### src/design/ffha_pkg.sv
// Package for the first-fit heap allocator.
// Holds the table entry type, the cell command codes, the status codes and the
// controller state type. It depends on nothing.
package ffha_pkg;

   typedef struct packed {
      logic        valid;
      logic [31:0] start;
      logic [31:0] size;
   } free_entry_type;

   typedef enum logic [2:0] {
      FC_HOLD,
      FC_LOAD,
      FC_WRITE,
      FC_REMOVE,
      FC_INSERT
   } free_op_type;

   typedef struct packed {
      free_op_type op;
      logic [31:0] start;
      logic [31:0] size;
   } free_cmd_type;

   typedef enum logic [2:0] {
      STAT_OK      = 3'd0,
      STAT_ZERO    = 3'd1,
      STAT_NOFIT   = 3'd2,
      STAT_BADADDR = 3'd3,
      STAT_FULL    = 3'd4
   } status_type;

   typedef enum logic [3:0] {
      ST_INIT,
      ST_IDLE,
      ST_ALIGN,
      ST_FIT,
      ST_SLOT,
      ST_ACOMMIT,
      ST_LOOKUP,
      ST_POS,
      ST_FCOMMIT,
      ST_FCOMMIT2,
      ST_LARGEST,
      ST_DONE
   } state_type;

endpackage

### src/design/ffha_align.sv
// Rounds a request size up to the alignment and gives the padding.
// Power-of-two alignments use a mask; others use a reciprocal multiply that registers the products,
// then the quotient, then the remainder and then the padding. Depends on ffha_pkg only by style.
module ffha_align
   import ffha_pkg::*;
#(
   parameter int ALIGN_BYTES = 16,
   parameter int PAD_W       = 4
) (
   input  logic             clock,
   input  logic             reset,
   input  logic             go,
   input  logic [31:0]      size,
   output logic             done,
   output logic [32:0]      aligned,
   output logic [PAD_W-1:0] pad
);

   localparam bit IS_POW2 = (ALIGN_BYTES & (ALIGN_BYTES - 1)) == 0;

   logic             done_ff, done_in;
   logic [32:0]      aligned_ff, aligned_in;
   logic [PAD_W-1:0] pad_ff, pad_in;

   generate
      if (IS_POW2) begin : g_pow2
         logic [31:0] low;
         logic [31:0] pad32;
         always_comb begin
            low        = size & 32'(ALIGN_BYTES - 1);
            pad32      = (32'(ALIGN_BYTES) - low) & 32'(ALIGN_BYTES - 1);
            done_in    = go;
            pad_in     = PAD_W'(pad32);
            aligned_in = {1'b0, size} + {1'b0, pad32};
         end
      end else begin : g_recip
         localparam int LW = $clog2(ALIGN_BYTES);
         localparam int RW = LW + 1;
         localparam logic [RW-1:0] AL = RW'(ALIGN_BYTES);
         localparam longint unsigned MAGIC =
            ((64'd1 << (32 + LW)) / 64'(ALIGN_BYTES)) + 64'd1;
         localparam logic [16:0] M_LO = 17'(MAGIC & 64'h1_FFFF);
         localparam logic [16:0] M_HI = 17'(MAGIC >> 17);
         logic [2:0]    stage_ff, stage_in;
         logic [31:0]   size_ff, size_in;
         logic [48:0]   plo_ff, plo_in;
         logic [48:0]   phi_ff, phi_in;
         logic [31:0]   quo_ff, quo_in;
         logic [RW-1:0] rem_ff, rem_in;
         logic [65:0]   prod;
         logic [31:0]   back;
         logic [RW-1:0] padr;
         always_comb begin
            stage_in   = {stage_ff[1:0], go};
            size_in    = size_ff;
            plo_in     = plo_ff;
            phi_in     = phi_ff;
            quo_in     = quo_ff;
            rem_in     = rem_ff;
            done_in    = stage_ff[2];
            pad_in     = pad_ff;
            aligned_in = aligned_ff;
            prod       = {phi_ff, 17'd0} + {17'd0, plo_ff};
            back       = quo_ff * 32'(ALIGN_BYTES);
            padr       = (rem_ff == '0) ? '0 : AL - rem_ff;
            if (go) begin
               size_in = size;
               plo_in  = 49'(size) * 49'(M_LO);
               phi_in  = 49'(size) * 49'(M_HI);
            end
            if (stage_ff[0]) begin
               quo_in = 32'(prod >> (32 + LW));
            end
            if (stage_ff[1]) begin
               rem_in = RW'(size_ff - back);
            end
            if (stage_ff[2]) begin
               pad_in     = PAD_W'(padr);
               aligned_in = {1'b0, size_ff} + 33'(padr);
            end
         end
         always_ff @(posedge clock) begin
            if (reset) begin
               stage_ff <= '0;
            end else begin
               stage_ff <= stage_in;
            end
            size_ff <= size_in;
            plo_ff  <= plo_in;
            phi_ff  <= phi_in;
            quo_ff  <= quo_in;
            rem_ff  <= rem_in;
         end
      end
   endgenerate

   always_ff @(posedge clock) begin
      if (reset) begin
         done_ff <= 1'b0;
      end else begin
         done_ff <= done_in;
      end
      aligned_ff <= aligned_in;
      pad_ff     <= pad_in;
   end

   assign done    = done_ff;
   assign aligned = aligned_ff;
   assign pad     = pad_ff;

endmodule

### config.mk
export PLATFORM = sky130hd
export DESIGN_NAME = ffha_align
export DESIGN_NICKNAME = d
export VERILOG_FILES = /design/src/design/ffha_pkg.sv /design/src/design/ffha_align.sv
export SDC_FILE = /design/constraint.sdc
export NUM_CORES = 1
export LEC_CHECK = 0
export ABC_AREA = 1
export BUFFER_PORTS_ARGS = -buffer_cell sky130_fd_sc_hd__buf_2
export CAP_MARGIN = 20
export CORE_UTILIZATION = 53
export CTS_CLUSTER_SIZE = 24
export DETAILED_ROUTE_END_ITERATION = 8
export PLACE_DENSITY = 0.85
export RECOVER_POWER = 100
export SLEW_MARGIN = 20
export SYNTH_ARGS = -nofsm -noshare
export SYNTH_HDL_FRONTEND = slang
export SYNTH_SLANG_ARGS = --single-unit
### constraint.sdc
create_clock -name clock -period 2.6 [get_ports clock]
set_input_delay 0.39 -clock clock [delete_from_list [all_inputs] [get_ports clock]]
set_output_delay 0.39 -clock clock [all_outputs]
set_load 0.02 [all_outputs]
=== Word level (Yosys, flattened, before mapping) ===
Cells that the tools add are included.

* Bitwise logic cells: 0
* Add/sub/neg operators: 2
* Reductions and logical operators: 0
* Multiply operators: 0
* Shift operators: 0
* Magnitude comparators: 0
* Divide/modulo/power cells: 0
* Equality and inequality tests: 0
* Mux-type cells: 0

{| class="wikitable"
|+ Operators with widths
! operator !! number
|-
| $add A32 B4 Y33 || 1
|-
| $sub A1 B4 Y4 const A || 1
|}

* RAM bits: 0
* Output and inout bits: 38
* Register bits after elaboration: 38
* Bits in read-only memories: 0
* Memories: 0
* Input port bits: 35
* Bits in latches: 0

=== Longest topological paths before layout ===
* Word-level depth: 2
* Depth in mapped cells: 14
* Gate-level depth less buffers: 14

=== Least setup slack after synthesis ===
Ideal clock, no wire load.

* Path kind: in2reg
* Start: input port size[0]
* End: register aligned_ff[29] (netlist: aligned[29])
* Slack: 0.911 ns
* Stages on the path: 14
* Required time: 2.488 ns
* Data arrival time: 1.577 ns
* Setup time: 0.112 ns
* Cell sequence: inv_2 nand3_1 inv_1 ha_1 inv_1 nand2_1 nand2_1 nand2_1 nand2_1 nand2_2 nor2_2 nand2_1 nand2_1 nand2_1

* Longest elaborated chain between the ends: 2

{| class="wikitable"
|+ Ends and longest elaborated chain
! what !! line !! text
|-
| start, declared || ffha_align.sv:13 || <nowiki>input logic [31:0] size,</nowiki>
|-
| $sub A1 B4 Y4 || ffha_align.sv:31 || <nowiki>pad32 = (32'(ALIGN_BYTES) - low) & 32'(ALIGN_BYTES - 1);</nowiki>
|-
| via g_pow2.pad32[3] || ffha_align.sv:28 || <nowiki>logic [31:0] pad32;</nowiki>
|-
| $add A32 B4 Y33 || ffha_align.sv:34 || <nowiki>aligned_in = {1'b0, size} + {1'b0, pad32};</nowiki>
|-
| via aligned_in[29] || ffha_align.sv:22 || <nowiki>logic [32:0] aligned_ff, aligned_in;</nowiki>
|-
| end signal, assigned || ffha_align.sv:103 || <nowiki>aligned_ff <= aligned_in;</nowiki>
|-
| end, declared || ffha_align.sv:22 ||
|}

The timed path passes the listed nets, and every way through them passes these cells.
A chain may end at the register's enable or synchronous reset.

=== Worst setup path in the final report ===
Ends and elaborated chain as after synthesis.

==> out/results.ini <==
[run_status]
status=finished, final reports clean

[power_and_ir_drop]
power_per_cell_area_nw_per_um2=547
max-vdd-ir-drop_mv=0.293
p_leak_nw=1.20
finalPower_w=0.00133

[die]
pin_count=73
die-height_um=63.6
start_util_pct=54.9
core_um2=3660
num_rows=22
die-area_um2=4040
die_x_um=63.6

[critical_path]
crit_slowest_cell=ha_1
critPathLaunch=size[0]
cpPeakStageDelay_ps=280
cp_max_fo=6
end_kind=register
path_cells=clkbuf_1 -> inv_1 -> nand3_1 -> inv_1 -> ha_1 -> inv_1 -> nand2_1 -> nand2_1 -> nand2_1 -> nand2_1 -> nand2_1 -> nor2_1 -> nand2_1 -> nand2_1 -> nand2_1
crit_arrival_ps=2110
critical_path_required_ps=2790
cp-start-kind=input port
worstSetupPathType=in2reg
cp_common_cell=nand2_1

[yosys]
yosys.area.top_type=dfxtp_1
ys_warn_count=0
yosysUniqueCellTypes=23
syn_area_um2=2010
syn_inst=290
synth.top_cell.area_share_pct=35.8
seq_area_frac_synth_pct=35.8
synth-seq-cells=36
ys_top_cells_by_area=dfxtp_1 (36%), nand2_1 (16%), inv_1 (7.1%)
syn-mean-instance-area_um2=6.93

[placed_design]
io_buffers=70
hpwl_um=3900
routabilityCongestion=0.915
dp.cells=407

[timing]
final-max-slew-violation-count=0
rsz0062_at_grt=no
finalCritPeriodShare_pct=73.8
max_freq_mhz=521
finalHoldViolCount=0
min_period_ps=1920
finalSetupViolations=0
setup_tns_ps=0

[cells_and_area]
stdcell_count=415
drive_gt1_share_pct=16.9
syn_to_final_growth_pct=20.6
n_antenna_cell=0
num-fill-cells=353
final_net_count=406

[min_path]
min_path_type=in2reg
worstHoldStart=reset

[clock_tree]
clock-sinks=36
htree_levels=2
cts_tree=built
ctsHoldBuffers=0
cts_buffer_depth=2
clock-root-buffer=clkbuf_8
cts_made_buffers=5
cts.reportedPaths.clkPinSlew_ps=70
cts_resized=0
post-cts-setup-buffer-count=0

[route]
drc=0
drtAntennaViolNets=0
routedWlPerCell_um=11.6
viasPerCell=4.84
drt-pass1-iter-count=4
dr_total_vias=2007
wirelength_um=4830
drt_iter0_drc=160

[grt]
grt_usage_pct=25.5
grt_pass1_wl_um=7960
grt_max_degree=12
grt_pass1_vias=1815
overflow=0
antenna_found_initial=0

[run]
max_cap_viol_count=0

## flip-flops by register name (all words and copies together) (netlist names)
signal / cells
aligned: 31
pad: 4
done: 1
## metrics by stage
| stage | setup slack (ps) | utilization, % | hold WS [ps] | instance area (um^2) |
|---|---|---|---|---|
| CTS | 917 | 68.8 | 253 | 2520 |
| global route | 459 | 66.2 | 251 | 2420 |
| finish | 681 | 66.2 | 254 | 2420 |
| detailed placement | 620 | 65.8 | 553 | 2410 |
| floorplan | 911 | - | 418 | 2010 |
| global placement | 669 | 65.8 | 547 | 2410 |
## synthesized netlist by cell type
cell / count
nand3_2: 1
nand3_1: 21
dfxtp_1: 36
nand4_1: 9
inv_1: 38
o21ai_1: 3
clkinv_1: 2
nor2_2: 8
nand2_2: 13
nor2_1: 23
nor2_4: 5
nand4_2: 1
nand2_1: 88
nor3_1: 7
xor2_1: 10
nand3b_1: 5
nor3_2: 1
nand3_4: 1
conb_1: 1
buf_4: 2
ha_1: 5
xnor2_1: 6
inv_2: 4
## per-layer routing
metal  global-route usage (%)  vias up  share of wire, %  routed length, um
met5                        0        -                 0                  0
met4                     10.5        0               1.4                 69
li1                         -     1043                 -                  -
met2                     42.6       65                47               2260
met1                     31.4      892                46               2210
met3                     5.43        7               6.0                289
## worst max-delay path, delay by kind of cell
| family | cells | cell delay (ps) |
|---|---|---|
| AND/OR/NAND/NOR | 10 | 960 |
| buffers and inverters | 4 | 460 |
| adder cells (fa/ha/maj) | 1 | 280 |
## placed cells by master (no fill, tap or decap), types with 6 or more instances in the layout
master,synthesis,final
nand2_1,88,93
inv_1,38,39
clkbuf_1,0,38
dfxtp_1,36,36
buf_2,0,33
nor2_1,23,27
nand3_1,21,22
nand4_1,9,10
xor2_1,10,10
nand2_2,13,8
nor3_1,7,7
xnor2_1,6,6
## report_power, final
group	internal, W	switching, W
sequential	0.000591	0.00000942
clock	0.000284	0.000198
combinational	0.0000730	0.000171
## worst paths after layout
path                          end  slack, ps  cells past startpoint
worst min-delay path         done        250                      2
worst max-delay path  aligned[29]        680                     15
## layout make-up
cell class	count	area [um^2]	share of cell area, %
Clock inverter	2	35.0	1.44
Multi-Input combinational cell	209	1070	44.0
Timing Repair Buffer	70	304	12.5
Clock buffer	6	72.6	2.99
Sequential cell	36	721	29.7
Tap cell	48	60.1	2.48
Inverter	44	165	6.81
## cell families (layout without fill, tap and decap cells)
family                     count (synthesis)  count (layout)  share of synthesized area [%]
AOI/OAI and AO/OA                          3               3                          0.747
DFF                                       36              36                           35.8
and+or+nand+nor                          183             183                           44.2
buffers and inverters                     46             122                           8.96
xor gates and xnor gates                  16              16                           6.97
adders and majority gates                  5               5                           3.11
other                                      1               2                          0.187
No activity file was read; power rests on OpenSTA's default activity.
