--- config.mk ---
export PLATFORM = sky130hd
export DESIGN_NAME = ffha_used_table
export DESIGN_NICKNAME = d
export VERILOG_FILES = /design/src/design/ffha_pkg.sv /design/src/design/ffha_used_table.sv
export SDC_FILE = /design/constraint.sdc
export NUM_CORES = 1
export LEC_CHECK = 0
export ABC_CLOCK_PERIOD_IN_PS = 6530
export BUFFER_PORTS_ARGS = -buffer_cell sky130_fd_sc_hd__clkbuf_2
export CAP_MARGIN = 20
export CORE_MARGIN = 2
export CORE_UTILIZATION = 65
export CTS_BUF_LIST = sky130_fd_sc_hd__clkbuf_4 sky130_fd_sc_hd__clkbuf_8
export DETAILED_ROUTE_END_ITERATION = 16
export PLACE_DENSITY = 0.87
export SLEW_MARGIN = 20
export SYNTH_ARGS = -nofsm -noshare
export SYNTH_HDL_FRONTEND = slang
export SYNTH_SLANG_ARGS = --single-unit
--- constraint.sdc ---
create_clock -name clock -period 6.53 [get_ports clock]
set_input_delay 0 -clock clock [delete_from_list [all_inputs] [get_ports clock]]
set_output_delay 0 -clock clock [all_outputs]
set_load 0.02 [all_outputs]
--- src/design/ffha_pkg.sv ---
// Package for the first-fit heap allocator.
// Holds the table entry type, the cell command codes, the status codes and the
// controller state type. It depends on nothing.
package ffha_pkg;

   typedef struct packed {
      logic        valid;
      logic [31:0] start;
      logic [31:0] size;
   } free_entry_type;

   typedef enum logic [2:0] {
      FC_HOLD,
      FC_LOAD,
      FC_WRITE,
      FC_REMOVE,
      FC_INSERT
   } free_op_type;

   typedef struct packed {
      free_op_type op;
      logic [31:0] start;
      logic [31:0] size;
   } free_cmd_type;

   typedef enum logic [2:0] {
      STAT_OK      = 3'd0,
      STAT_ZERO    = 3'd1,
      STAT_NOFIT   = 3'd2,
      STAT_BADADDR = 3'd3,
      STAT_FULL    = 3'd4
   } status_type;

   typedef enum logic [3:0] {
      ST_INIT,
      ST_IDLE,
      ST_ALIGN,
      ST_FIT,
      ST_SLOT,
      ST_ACOMMIT,
      ST_LOOKUP,
      ST_POS,
      ST_FCOMMIT,
      ST_FCOMMIT2,
      ST_LARGEST,
      ST_DONE
   } state_type;

endpackage

--- src/design/ffha_used_table.sv ---
// Table of live allocations: start, aligned size, padding and a valid bit.
// Written at one slot, read at the scan index. Depends on ffha_pkg only by style.
module ffha_used_table
   import ffha_pkg::*;
#(
   parameter int USED_ENTRIES = 16,
   parameter int PAD_W        = 4
) (
   input  logic                                              clock,
   input  logic                                              reset,
   input  logic                                              clear_all,
   input  logic                                              wr_en,
   input  logic                                              clr_en,
   input  logic [(USED_ENTRIES > 1 ? $clog2(USED_ENTRIES) : 1)-1:0] wr_idx,
   input  logic [31:0]                                       wr_start,
   input  logic [31:0]                                       wr_size,
   input  logic [PAD_W-1:0]                                  wr_pad,
   input  logic [(USED_ENTRIES > 1 ? $clog2(USED_ENTRIES) : 1)-1:0] rd_idx,
   output logic                                              rd_valid,
   output logic [31:0]                                       rd_start,
   output logic [31:0]                                       rd_size,
   output logic [PAD_W-1:0]                                  rd_pad
);

   logic [31:0]      start_ff [USED_ENTRIES];
   logic [31:0]      size_ff  [USED_ENTRIES];
   logic [PAD_W-1:0] pad_ff   [USED_ENTRIES];
   logic [USED_ENTRIES-1:0] valid_ff;

   always_ff @(posedge clock) begin
      if (reset || clear_all) begin
         valid_ff <= '0;
      end else if (wr_en) begin
         valid_ff[wr_idx] <= 1'b1;
      end else if (clr_en) begin
         valid_ff[wr_idx] <= 1'b0;
      end
      if (wr_en) begin
         start_ff[wr_idx] <= wr_start;
         size_ff[wr_idx]  <= wr_size;
         pad_ff[wr_idx]   <= wr_pad;
      end
   end

   assign rd_valid = valid_ff[rd_idx];
   assign rd_start = start_ff[rd_idx];
   assign rd_size  = size_ff[rd_idx];
   assign rd_pad   = pad_ff[rd_idx];

endmodule

# Yosys cells after proc, flatten, opt, wreduce, memory -nomap -nowiden
# Memory sizes are Yosys's and may differ from the RTL's.
# Index checks and enable logic that the tools add are counted.
[word_totals]
reg_bits = 16
mem_bits_rw = 1088
n_memories = 3
[op_classes]
magnitude_cmp = 3
mux = 8
n_bitwise = 3
n_reduce_logical = 3
[mem_list]
columns = ["name", "depth", "width", "rd", "rd_ports_with_merged_regs", "write_ports", "line", "text"]
rows = [
  ["size_ff", 16, 32, 1, 0, 1, "ffha_used_table.sv:26", "logic [31:0] size_ff [USED_ENTRIES];"],
  ["start_ff", 16, 32, 1, 0, 1, "ffha_used_table.sv:25", "logic [31:0] start_ff [USED_ENTRIES];"],
  ["pad_ff", 16, 4, 1, 0, 1, "ffha_used_table.sv:27", "logic [PAD_W-1:0] pad_ff [USED_ENTRIES];"],
]
[ops]
columns = ["op", "count"]
rows = [
  ["two-way mux 16 bit", 2],
  ["bitwise AND 16 bit", 1],
  ["NOT 16 bit", 1],
  ["OR 16 bit", 1],
  ["less-than comparator 4 x 5 -> 1 bit, second input constant", 2],
  ["binary-select mux 1 bit (select 4 bit)", 1],
  ["demux 1 bit (select 4 bit)", 1],
  ["greater-or-equal comparator 4 x 1 -> 1 bit, second input constant", 1],
  ["two-way mux 1 bit", 4],
  ["nonzero test 2 bit", 1],
  ["logical AND 1 bit", 1],
  ["logical OR 1 bit", 1],
]

# Logic depth before layout (Yosys ltp)
[depth]
word_depth = 8
ltp_mapped = 6
ltp_nobuf = 3

# Worst setup path after synthesis
# OpenSTA, ideal clock, no wires.
[synth_path]
path_kind = "in2reg"
startpoint = "input port wr_idx[2] in the netlist's numbering"
endpoint = "memory pad_ff[4][0] (enable)"
n_path_buf = 1
required_ps = 6108
setup_time_ps = 422
stages = 4
slack_ps = 4189
arrival_ps = 1920
path_cell_list = "clkbuf_1 > nor2b_1 > nand2_1 > inv_1"
[synth_lines]
columns = ["element", "line", "text"]
rows = [
  ["start, declared", "ffha_used_table.sv:14", "input logic [(USED_ENTRIES > 1 ? $clog2(USED_ENTRIES) : 1)-1:0] wr_idx,"],
  ["end, declared", "ffha_used_table.sv:27", ""],
]
# Straight into the memory's write port.

# Worst setup path after layout
[layout_path]
startpoint = "input port rd_idx[1] in the netlist's numbering"
endpoint = "output port rd_size[28]"
[layout_via]
elab_chain_cells = 1
[layout_lines]
columns = ["element", "line", "text"]
rows = [
  ["start, declared", "ffha_used_table.sv:18", "input logic [(USED_ENTRIES > 1 ? $clog2(USED_ENTRIES) : 1)-1:0] rd_idx,"],
  ["memory read (16 x 32 bit)", "-", ""],
  ["end, declared", "ffha_used_table.sv:21", "output logic [31:0] rd_size,"],
]
# No other way between the ends.

==> flow_summary_export.csv <==
group,metric,value,unit
global_route,gr-total-overflow,0,
clock_network,clockBufferDepth,3,
route,wl_per_cell,31.2,um
floorplan,core-area,0.0631,mm^2
clock_network,cts_resized,0,
critical_path,cp_num_buf_inv,3,
clock_network,cts_root_buf,"clkbuf_8",
sta,relSlewSlack,0.237,
logic_synthesis,synth_xor_area_frac,0,
logic_synthesis,yosysSeqAreaShare,0.795,
sta,setup_violations,0,
logic_synthesis,ys_types,26,
place,dp_hpwl,45200,um
sta,finalCriticalPeriod,2.83,ns
sta,period_share,0.433,
place,place_congestion,0.724,
critical_path,critPathTopFamily,"buffers and inverters",
global_route,antenna_found_initial,2,
clock_network,cts_tree,"done",
logic_synthesis,synthMuxAreaShare,0.150,
logic_synthesis,synth_warnings,0,
status,status,"finished, final reports clean",
logic_synthesis,syn_nets,1849,
finish,synthToLayoutAreaGrowth,13.1,%
critical_path,cp_data_arrival_time,2.83,ns
finish,final_cell_mix,"1088 x edfxtp_1, 273 x mux4_2, 166 x clkbuf_8",
finish,fill_cells,3234,
clock_network,cts_sinks,1104,
sta,rsz0062_at_grt,"no",
critical_path,worst_setup_path_start_kind,"input pin",
clock_network,numCtsBuffers,163,
floorplan,start_util,0.658,
sta,final.setup.tns,0,ns
global_route,grt_pass1_vias,21900,
finish,final-seq-area,0.0330,mm^2
logic_synthesis,synth-adder-area-share,0,
route,drt_iter0_markers,2827,
critical_path,crit_chain,"buf_8, buf_12, mux4_2, a22oi_1, nand2_1, clkbuf_2",
flow_run,cap_violations,0,
clock_network,clk_pin_slew_worst_paths,0.07,ns
sta,skew,0,ns
global_route,grt_start_max_net_pins,152,
logic_synthesis,synthSimpleGateAreaFrac,0.0109,
critical_path,cp.required,6.53,ns
power_and_ir_drop,max-vdd-ir-drop,156,uV
floorplan,ios,150,
route,drc,0,
floorplan,rows,92,
global_route,track_usage,0.297,
critical_path,r2r_slack,4.70,ns
finish,final_common_cell,"edfxtp_1",
critical_path,worstPathMaxFanout,151,
sta,max_freq,354,MHz
global_route,grt_pass1_wl,140000,um
finish,drive_above_1_share,0.322,
sta,drv_slew,0,
sta,whs,0.139,ns
finish,multiInputGateArea,0.00790,mm^2
floorplan,fp.dieW,257,um
route,vias_per_cell,6.81,
logic_synthesis,synth-edff-count,1088,
floorplan,die_area,0.0658,mm^2
clock_network,clock_latency,0.81,ns
finish,fin_nets,2176,
clock_network,htree_num_levels,4,
power_and_ir_drop,power.leakage,15.2,nW
route,wl,95600,um
route,ant_nets,0,
logic_synthesis,synth_cells,1768,
place,io_buffers,149,
logic_synthesis,synth_compound_area_frac,0.0288,
power_and_ir_drop,power_density,299,mW/mm^2
logic_synthesis,synth_area_per_cell,23.5,um^2
critical_path,end_kind,"output port",
logic_synthesis,ys_async_sr_fraction,0,
critical_path,slowest_stage,"buf_12",
floorplan,die_h,257,um
critical_path,cpPeakStageDelay,0.77,ns
logic_synthesis,synth_area,0.0415,mm^2
critical_path,critPathKind,"in2out",
route,via_count,20900,
sta,final_hold_viol_count,0,
logic_synthesis,synth-seq-cells,1104,
hold_path,hold_path.class,"in2reg",
route,dr.pass1.iters,5,
logic_synthesis,synth_flop_cell,"edfxtp_1",
logic_synthesis,synth_top_family_by_area,"multiplexers",
sta,tightest_slew,1.15,ns
worst reg2reg max path, stage by stage, from the launching register on:
cell	delay [ns]
dfxtp_1	0.33
o21ai_0	0.09
dlygate4sd3_1	0.59
a21oi_1	0.19
dlygate4sd3_1	0.58
power by group:
| group | leakage, nW | switching, mW | internal [mW] | total [mW] |
|---|---|---|---|---|
| Sequential | 9.96 | 0.0423 | 7.93 | 7.97 |
| Combinational | 3.67 | 0.501 | 0.316 | 0.817 |
| Clock | 1.59 | 2.55 | 2.70 | 5.25 |
cells by family (layout without fill, tap and decap cells):
| family | count (synthesis) | count (layout) |
|---|---|---|
| compound gates | 170 | 170 |
| buf+inv | 113 | 561 |
| flops | 1104 | 1104 |
| mux | 276 | 276 |
| other cells | 0 | 2 |
| simple gates | 105 | 105 |
path summary, 6_finish.rpt:
kind,startpoint,endpoint,cells past startpoint
max,rd_idx[1],rd_size[28],6
min,wr_size[16],size_ff[8][16]$_DFFE_PP_,2
max reg2reg,flip-flop,flip-flop,4
min reg2reg,flip-flop,flip-flop,2
metal layers:
metal	track usage	vias up	wire, um
met4	0.109	0	2890
li1	-	8236	-
met1	0.402	10800	34200
met2	0.481	1558	48500
met3	0.0699	238	10100
met5	0	-	0
area by class of cell:
type | count | share of cell area
Sequential cell | 1104 | 0.703
Multi-Input combinational cell | 551 | 0.168
Clock buffer | 218 | 0.0570
Timing Repair Buffer | 259 | 0.0393
Tap cell | 846 | 0.0226
Clock inverter | 68 | 0.00757
Inverter | 16 | 0.00213
Antenna cell | 2 | 0.000107
Yosys cell counts (3+ instances only):
cell / instances / area (um^2)
a21oi_1: 16 / 80.1
a22oi_1: 138 / 1040
buf_1: 7 / 26.3
buf_2: 24 / 120
buf_4: 13 / 97.6
buf_6: 13 / 146
clkbuf_1: 39 / 146
dfxtp_1: 16 / 320
edfxtp_1: 1088 / 32700
inv_1: 16 / 60.1
mux4_1: 3 / 78.8
mux4_2: 273 / 6150
nand2_1: 82 / 308
nand3_1: 5 / 25.0
nor2b_1: 4 / 25.0
o21ai_0: 16 / 80.1
repair_timing:
| action | 4_1_cts | 5_1_grt |
|---|---|---|
| hold buffers | 87 | 0 |
| buffers inserted | 0 | 0 |
| hold endpoints to repair | 1256 | 0 |
registers in the layout, summed over array words and instances, names as in the netlist, named ones only:
| register | flops |
|---|---|
| start_ff | 512 |
| size_ff | 512 |
| pad_ff | 64 |
per-stage QoR:
stage | instances | power, mW | utilization | setup WS (ns) | area, um^2
CTS | 3062 | 14.0 | 0.744 | 3.69 | 46900
floorplan | 1768 | 8.58 | - | 4.19 | 41500
global placement | 2689 | 8.84 | 0.682 | 3.74 | 43000
detailed placement | 2689 | 8.88 | 0.682 | 3.72 | 43000
global route | 3064 | 14.4 | 0.744 | 3.44 | 46900
finish | 3064 | 14.0 | 0.744 | 3.70 | 46900
(Power assumes the default switching activity.)
