`src/design/ffha_pkg.sv`:
```
// Package for the first-fit heap allocator.
// Holds the table entry type, the cell command codes, the status codes and the
// controller state type. It depends on nothing.
package ffha_pkg;

   typedef struct packed {
      logic        valid;
      logic [31:0] start;
      logic [31:0] size;
   } free_entry_type;

   typedef enum logic [2:0] {
      FC_HOLD,
      FC_LOAD,
      FC_WRITE,
      FC_REMOVE,
      FC_INSERT
   } free_op_type;

   typedef struct packed {
      free_op_type op;
      logic [31:0] start;
      logic [31:0] size;
   } free_cmd_type;

   typedef enum logic [2:0] {
      STAT_OK      = 3'd0,
      STAT_ZERO    = 3'd1,
      STAT_NOFIT   = 3'd2,
      STAT_BADADDR = 3'd3,
      STAT_FULL    = 3'd4
   } status_type;

   typedef enum logic [3:0] {
      ST_INIT,
      ST_IDLE,
      ST_ALIGN,
      ST_FIT,
      ST_SLOT,
      ST_ACOMMIT,
      ST_LOOKUP,
      ST_POS,
      ST_FCOMMIT,
      ST_FCOMMIT2,
      ST_LARGEST,
      ST_DONE
   } state_type;

endpackage

```
`src/design/ffha_free_cell.sv`:
```
// One cell of the address-sorted free block chain.
// Holds one free block and takes its neighbor's block on a shift command.
// Depends on ffha_pkg.
module ffha_free_cell
   import ffha_pkg::*;
#(
   parameter int FREE_ENTRIES = 16,
   parameter int CELL_IDX     = 0
) (
   input  logic                            clock,
   input  logic                            reset,
   input  free_cmd_type                    cmd,
   input  logic [$clog2(FREE_ENTRIES)-1:0] cmd_idx,
   input  free_entry_type                  left,
   input  free_entry_type                  right,
   output free_entry_type                  entry
);

   localparam int IW = $clog2(FREE_ENTRIES);
   localparam logic [IW-1:0] MY_IDX = IW'(CELL_IDX);

   free_entry_type entry_ff;
   free_entry_type entry_in;

   always_comb begin
      entry_in = entry_ff;
      case (cmd.op)
         FC_LOAD: begin
            if (CELL_IDX == 0) begin
               entry_in = '{valid: (cmd.size != 32'd0), start: cmd.start, size: cmd.size};
            end else begin
               entry_in = '0;
            end
         end
         FC_WRITE: begin
            if (MY_IDX == cmd_idx) begin
               entry_in.start = cmd.start;
               entry_in.size  = cmd.size;
            end
         end
         FC_REMOVE: begin
            if (MY_IDX >= cmd_idx) begin
               entry_in = right;
            end
         end
         FC_INSERT: begin
            if (MY_IDX > cmd_idx) begin
               entry_in = left;
            end else if (MY_IDX == cmd_idx) begin
               entry_in = '{valid: 1'b1, start: cmd.start, size: cmd.size};
            end
         end
         default: begin
            entry_in = entry_ff;
         end
      endcase
   end

   always_ff @(posedge clock) begin
      if (reset) begin
         entry_ff.valid <= 1'b0;
      end else begin
         entry_ff.valid <= entry_in.valid;
      end
      entry_ff.start <= entry_in.start;
      entry_ff.size  <= entry_in.size;
   end

   assign entry = entry_ff;

endmodule

```
`config.mk`:
```
export PLATFORM = sky130hd
export DESIGN_NAME = ffha_free_cell
export DESIGN_NICKNAME = d
export VERILOG_FILES = /design/src/design/ffha_pkg.sv /design/src/design/ffha_free_cell.sv
export SDC_FILE = /design/constraint.sdc
export NUM_CORES = 1
export LEC_CHECK = 0
export BUFFER_PORTS_ARGS = -buffer_cell sky130_fd_sc_hd__buf_4
export CORE_AREA = 2 2 104 106
export DETAILED_ROUTE_END_ITERATION = 10
export DIE_AREA = 0 0 106 108
export PLACE_DENSITY = 0.71
export SLEW_MARGIN = 20
export SYNTH_ARGS = -nofsm -noshare
export SYNTH_HDL_FRONTEND = slang
export SYNTH_SLANG_ARGS = --single-unit
```
`constraint.sdc`:
```
create_clock -name clock -period 7.2 [get_ports clock]
set_clock_uncertainty 0.1 [all_clocks]
set_input_delay 1.44 -clock clock [delete_from_list [all_inputs] [get_ports clock]]
set_output_delay 1.44 -clock clock [all_outputs]
set_load 0.1 [all_outputs]
```
# After elaboration in Yosys (flattened, before gate mapping)
# Index checks and enable logic that the tools add are counted.
# classes
mux,6
reduce_logical,6
n_eq_ne,7
magnitude_cmp,2
# op_table
op,count
64-bit one-hot mux with 4 select lines,1
65-bit 2-to-1 mux,3
64-bit 2-to-1 mux,1
32-bit nonzero test,1
"3-bit by 2-bit == test with 1-bit output, second input constant",2
"1-bit by 4-bit greater-or-equal comparator with 1-bit output, first input constant",1
"1-bit by 4-bit greater-than comparator with 1-bit output, first input constant",1
4-bit logical NOT,1
"2-bit != test, second input constant",2
4-bit AND reduction,1
4-bit nonzero test,1
"3-bit by 1-bit == test with 1-bit output, second input constant",1
"3-bit == test, second input constant",1
"3-bit != test, second input constant",1
1-bit one-hot mux with 3 select lines,1
3-bit AND reduction,1
3-bit nonzero test,1
# totals
out_inout_bits,65
elab_cells,24
input_bits,203
register_bits,65

# Longest topological paths before layout
# Gate-level depths: netlist of the first run.
# logic_depth
word_depth,4
ltp_mapped,6
mapped_depth_nobuf,4

# Worst setup path after synthesis of the first run
# OpenSTA, ideal clock, no wires.
# synth_timing
kind,in2reg
start,input port cmd_idx[3]
end,"register entry_ff (netlist bit entry[0]), enable pin"
stages,3
arrival_ns,6.422
path_slack_ns,0.103
setup_ns,0.574
path_buffers,0
path_cell_list,nor4_2 > mux2i_1 > o21ai_0
# synth_via
elab_chain_len,3
# synth_rtl
item,line,rtl
"start, declared",ffha_free_cell.sv:13,"input logic [$clog2(FREE_ENTRIES)-1:0] cmd_idx,"
"1-bit by 4-bit greater-than comparator with 1-bit output, or another cell as far along",ffha_free_cell.sv:47,if (MY_IDX > cmd_idx) begin
3-bit != test (no line) or 2-bit != test (tied branches),-,
4-bit AND reduction (no line) (*),-,
"end, declared",ffha_free_cell.sv:22,free_entry_type entry_ff;
# Mark *: on every way between the ends. The rest lies on a longest branch, timed or not.
# A chain may end at the register's enable or synchronous reset.

# Worst setup path after layout of the first run
# layout_timing
start,input port cmd_idx[3]
end,"register entry_ff (netlist bit entry[21]), enable pin"
# The elaborated chain is that of the path after synthesis.

==> reports/metrics.cfg, run 1 <==
[flow_run]
cap_violations = 0

[sta]
fmax_mhz = 287
fin_crit_ns = 3.49
period_share_pct = 48.5
max_slew_margin_pct = 53.5
setup_viol = 0
setup_ws_ns = 3.71
worst_slew_pin_slew_ns = 0.695
fin_tns_setup_ns = 0
hold_violations = 0
rsz0062_at_grt = false
finalMaxSlewViolations = 0

[routing]
ant_nets = 0
drc = 0
met1Wirelength_um = 3070
drt_iter0_markers = 59
wl_per_cell_um = 16.1
vias = 2269
wl_met3_um = 712
drtPass1Iterations = 4
drt-total-wl_um = 8210
highest_layer = met4
wl_met2_um = 4330
via_per_inst = 4.46

[clock_tree]
cts.repair.resized = 0
clock-sinks = 65
clkLatencyLatePin_ns = 0.33
cts_buffers = 9
path_clk_slew_ns = 0.07
holdBufCountCts = 0
root_buffer = clkbuf_8
clock_path_buffers = 2
post_cts_buffers = 0
htreeDepth = 3
cts_tree = built

[die]
die_area_mm2 = 0.0114
pin_count = 268
fp.dieW_um = 106
core_area_mm2 = 0.0102
fp.dieH_um = 108
start_util_pct = 30.1
num_rows = 37

[critical_path]
worstPathArrival_ns = 3.36
worst-setup-path-type = in -> reg
path_max_fanout = 44
crit_required_ns = 7.07
cp-end-kind = flip-flop
start_kind = input port

[logic_synthesis]
syn-num-nets = 364
syn_area_per_cell_um2 = 19.1
synth_cell_types = 19
synth-edff-count = 64
synth-seq-cells = 65
synth_most_common_cell = edfxtp_1
ys_seq_area_share_pct = 63.0
synth_area_mm2 = 0.00308
ys_top_cells_by_count = 64 x edfxtp_1, 49 x mux2_4, 15 x mux2_2
synth_ff_type = edfxtp_1
yosysWarnings = 0
yosysTopAreaCell = edfxtp_1
synthCells = 161
synth.area.top_cells = edfxtp_1 62%, mux2_4 24%, mux2_2 5.5%
postSynth.asyncResetShare_pct = 0
synth_top_area_share_pct = 62.4

[global_route]
grt_usage_pct = 14.1
grt_pass1_wl_um = 12200
grt_start_max_net_pins = 66
grt_pass1_vias = 2398
antenna_found_initial = 0
grt.overflow.total = 0

[placement]
dpl.hpwl_um = 6220
pre_cts_ws_ns = 3.25
numPortBuffers = 202
gp_congestion = 0.693
place_inst = 493

[cells_and_area]
syn_to_final_growth_pct = 60.4
largest_register_ff_count = 65
fin_nets = 571
layoutNonFillerInstCount = 509
diodes = 0
area.sequential_mm2 = 0.00194
multi_input_area_mm2 = 0.00109
drive_gt1_share_pct = 76.7
fill_cells = 891

[power]
leakagePower_nw = 2.25
fin_total_pwr_w = 0.00112
power.density_mw_per_mm2 = 226
ir_worst_vdd_mv = 0.137

[hold_path]
min_path_type = reg -> reg

[outcome]
status = finished clean

## routing by layer
| layer | track usage (%) | up-vias |
|---|---|---|
| met3 | 4.40 | 9 |
| met5 | 0 | - |
| met4 | 4.79 | 0 |
| met1 | 14.8 | 1077 |
| met2 | 26.6 | 129 |
| li1 | - | 1054 |
## final cells by class
type	instances	area share (%)
flip-flops and latches	65	39.3
repair buffers	203	30.9
multi-input cells	88	22.1
well taps	136	3.44
clock buffers	10	2.58
clock inverters	6	1.67
inverters	1	0.0760
## cells in the final DEF (no fill, tap or decap), types with 2 or more instances in the layout
cell / synthesis / routed
nand4_1: 2 / 2
mux2_2: 15 / 15
nand2_1: 3 / 2
bufinv_16: 0 / 2
buf_4: 0 / 203
mux2_4: 49 / 49
o21ai_0: 3 / 2
clkinv_2: 0 / 3
clkbuf_8: 0 / 9
nor4_1: 8 / 8
edfxtp_1: 64 / 64
## worst max-delay path, stage by stage
cell     delay [ns]
buf_4          0.11
nor4_2         0.40
mux2i_1        0.18
o21ai_4        0.58
buf_4          0.62
## report_power, final
part           leakage [nW]  total (W)  internal, W  switching, W
combinational          1.54   0.000330     0.000112      0.000218
clock                 0.106   0.000334     0.000193      0.000141
sequential            0.598   0.000452     0.000445    0.00000670
## through the flow
step | utilization (%) | hold WS, ns | area [um^2]
final | 48.3 | 0.516 | 4940
after CTS | 48.2 | 0.513 | 4930
after global placement | 46.1 | 0.500 | 4720
after floorplan | - | 0.952 | 3080
after detailed placement | 46.1 | 0.500 | 4720
after global routing | 48.3 | 0.553 | 4940
## path summary, 6_finish.rpt
| path | from | endpoint | depth (start not counted) | slack [ns] |
|---|---|---|---|---|
| worst min register to register | entry[64] | entry[64] | 3 | 0.52 |
| worst min-delay path | entry[64] | entry[64] | 3 | 0.52 |
| worst max-delay path | cmd_idx[3] | entry[21] | 5 | 3.71 |
| worst max register to register | entry[64] | entry[64] | 3 | 6.36 |
## kinds of logic after synthesis
family,synth area share (%)
buf+inv,2.48
simple gates,3.70
compound gates,1.10
flops,63.0
mux,29.7
No activity file was read; power rests on OpenSTA's default activity.
==> run 2: changes to the inputs <==
==> constraint.sdc (replaced) <==
create_clock -name clock -period 2.85 [get_ports clock]
set_clock_uncertainty 0.1 [all_clocks]
set_input_delay 0.57 -clock clock [delete_from_list [all_inputs] [get_ports clock]]
set_output_delay 0.57 -clock clock [all_outputs]
set_load 0.1 [all_outputs]
==> run 2 against run 1 <==
Against the previous run: die area unchanged; power rose by 150%; design area grew 0.73%; clock power is 130% higher; cell count increased by 0.59%; register-to-register slack lost 4.4 ns; critical path type unchanged.
==> reports/metrics.cfg, run 2 (same netlist as run 1, synthesis figures left out) <==
[power]
ir_worst_vdd_mv = 0.250
p_comb_share_pct = 30.4
share_seq_of_total_power_pct = 41.4
power.density_mw_per_mm2 = 553
power_switching_w = 0.000940
leakagePower_nw = 2.27
p_sw_share_pct = 34.1
p_int_w = 0.00181
clockPowerShare_pct = 28.1

[global_route]
antenna_found_initial = 0
grt.overflow.total = 0
grt_usage_pct = 14.1
grt_pass1_vias = 2319
grt_pass1_wl_um = 12000
grt_start_max_net_pins = 37

[cells_and_area]
fin_nets = 574
diodes = 0
most-common-layout-cells = 203 x buf_4, 64 x edfxtp_1, 49 x mux2_4, 15 x mux2_2, 9 x clkbuf_8
drive_gt1_share_pct = 76.9
largest_register_ff_count = 65
layout_commonest_cell = buf_4
syn_to_final_growth_pct = 61.5

[die]
fp.dieW_um = 106
num_rows = 37
core_area_mm2 = 0.0102
fp.dieH_um = 108
die_area_mm2 = 0.0114
start_util_pct = 30.1
pin_count = 268

[sta]
setup_ws_ns = 0.780
max_slew_margin_pct = 67.7
setup_viol = 0
whs_ns = 0.377
period_share_pct = 72.6
fin_crit_ns = 2.07
hold_violations = 0
fmax_mhz = 483
fin_tns_setup_ns = 0
finalMaxSlewViolations = 0
rsz0062_at_grt = false
worst_slew_pin_slew_ns = 0.481

[clock_tree]
root_buffer = clkbuf_8
clkLatencyLatePin_ns = 0.33
cts.repair.resized = 0
path_clk_slew_ns = 0.08
clock_path_buffers = 2
cts_tree = built
holdBufCountCts = 0
htreeDepth = 3
post_cts_buffers = 0
cts_buffers = 9
clock-sinks = 65

[placement]
dpl.hpwl_um = 6390
numPortBuffers = 202
pre_cts_ws_ns = 0.371
gp_congestion = 0.718

[routing]
drc = 0
ant_nets = 0
via_per_inst = 4.39
wl_per_cell_um = 16.2
vias = 2247
drt_iter0_markers = 63
drt-total-wl_um = 8270
drtPass1Iterations = 6

[flow_run]
cap_violations = 0

[critical_path]
cp-end-kind = flip-flop
crit_start = cmd_idx[3]
worst-setup-path-type = in -> reg
path_max_fanout = 28
start_kind = input port
reg2reg_from = entry[64]
crit_required_ns = 2.74
worstPathArrival_ns = 1.96
r2r_slack_ns = 1.99

[hold_path]
min_from = reset
min_path_type = in -> reg

[outcome]
status = finished clean

## run 2: changes by cell type in the layout (fill, tap and decap cells not counted)
cell | before | now
clkinv_4 | 0 | 2
nand2_8 | 1 | 0
bufinv_16 | 2 | 1
clkinvlp_4 | 1 | 2
clkinv_2 | 3 | 1
clkbuf_1 | 1 | 0
clkinv_1 | 0 | 1
nand2_4 | 0 | 1
buf_12 | 0 | 3
## run 2: final timing paths
kind	endpoint	depth (start not counted)
hold reg to reg	entry[64]	3
setup / recovery	entry[27]	5
hold / removal	entry[64]	3
setup reg to reg	entry[64]	3
## run 2: area by class of cell
class	count	area [um^2]
fillers	890	5260
flip-flops and latches	65	1940
repair buffers	206	1580
multi-input cells	88	1080
well taps	136	170
clock buffers	9	124
clock inverters	7	71.3
inverters	1	3.75
## run 2: metal layers
layer | wire (um) | share of wire, % | vias up | global-route usage, %
met3 | 751 | 9.1 | 8 | 5.67
met4 | 73 | 0.88 | 0 | 4.23
li1 | - | - | 1063 | -
met1 | 3200 | 39 | 1047 | 16.0
met5 | 0 | 0 | - | 0
met2 | 4250 | 51 | 129 | 24.4
## run 2: stage by stage
step	cells	cell area, um^2	power (W)	util [%]
global placement	496	4780	0.00200	46.7
detailed placement	496	4780	0.00201	46.7
finish	512	4980	0.00275	48.6
CTS	512	4980	0.00280	48.6
floorplan	161	3090	0.00173	-
global route	512	4980	0.00287	48.6
## run 2: worst max-delay path: stages
cell and delay (ns):
buf_4 0.11, nor4_2 0.48, mux2i_1 0.21, o21ai_4 0.20, buf_4 0.37
## run 2: power by group through the flow
stage / registers, W / logic, W / clock network (W)
finish: 0.00114 / 0.000838 / 0.000775
global placement: 0.00116 / 0.000837 / 0
CTS: 0.00114 / 0.000845 / 0.000814
global route: 0.00115 / 0.000867 / 0.000855
detailed placement: 0.00116 / 0.000843 / 0
floorplan: 0.00159 / 0.000138 / 0
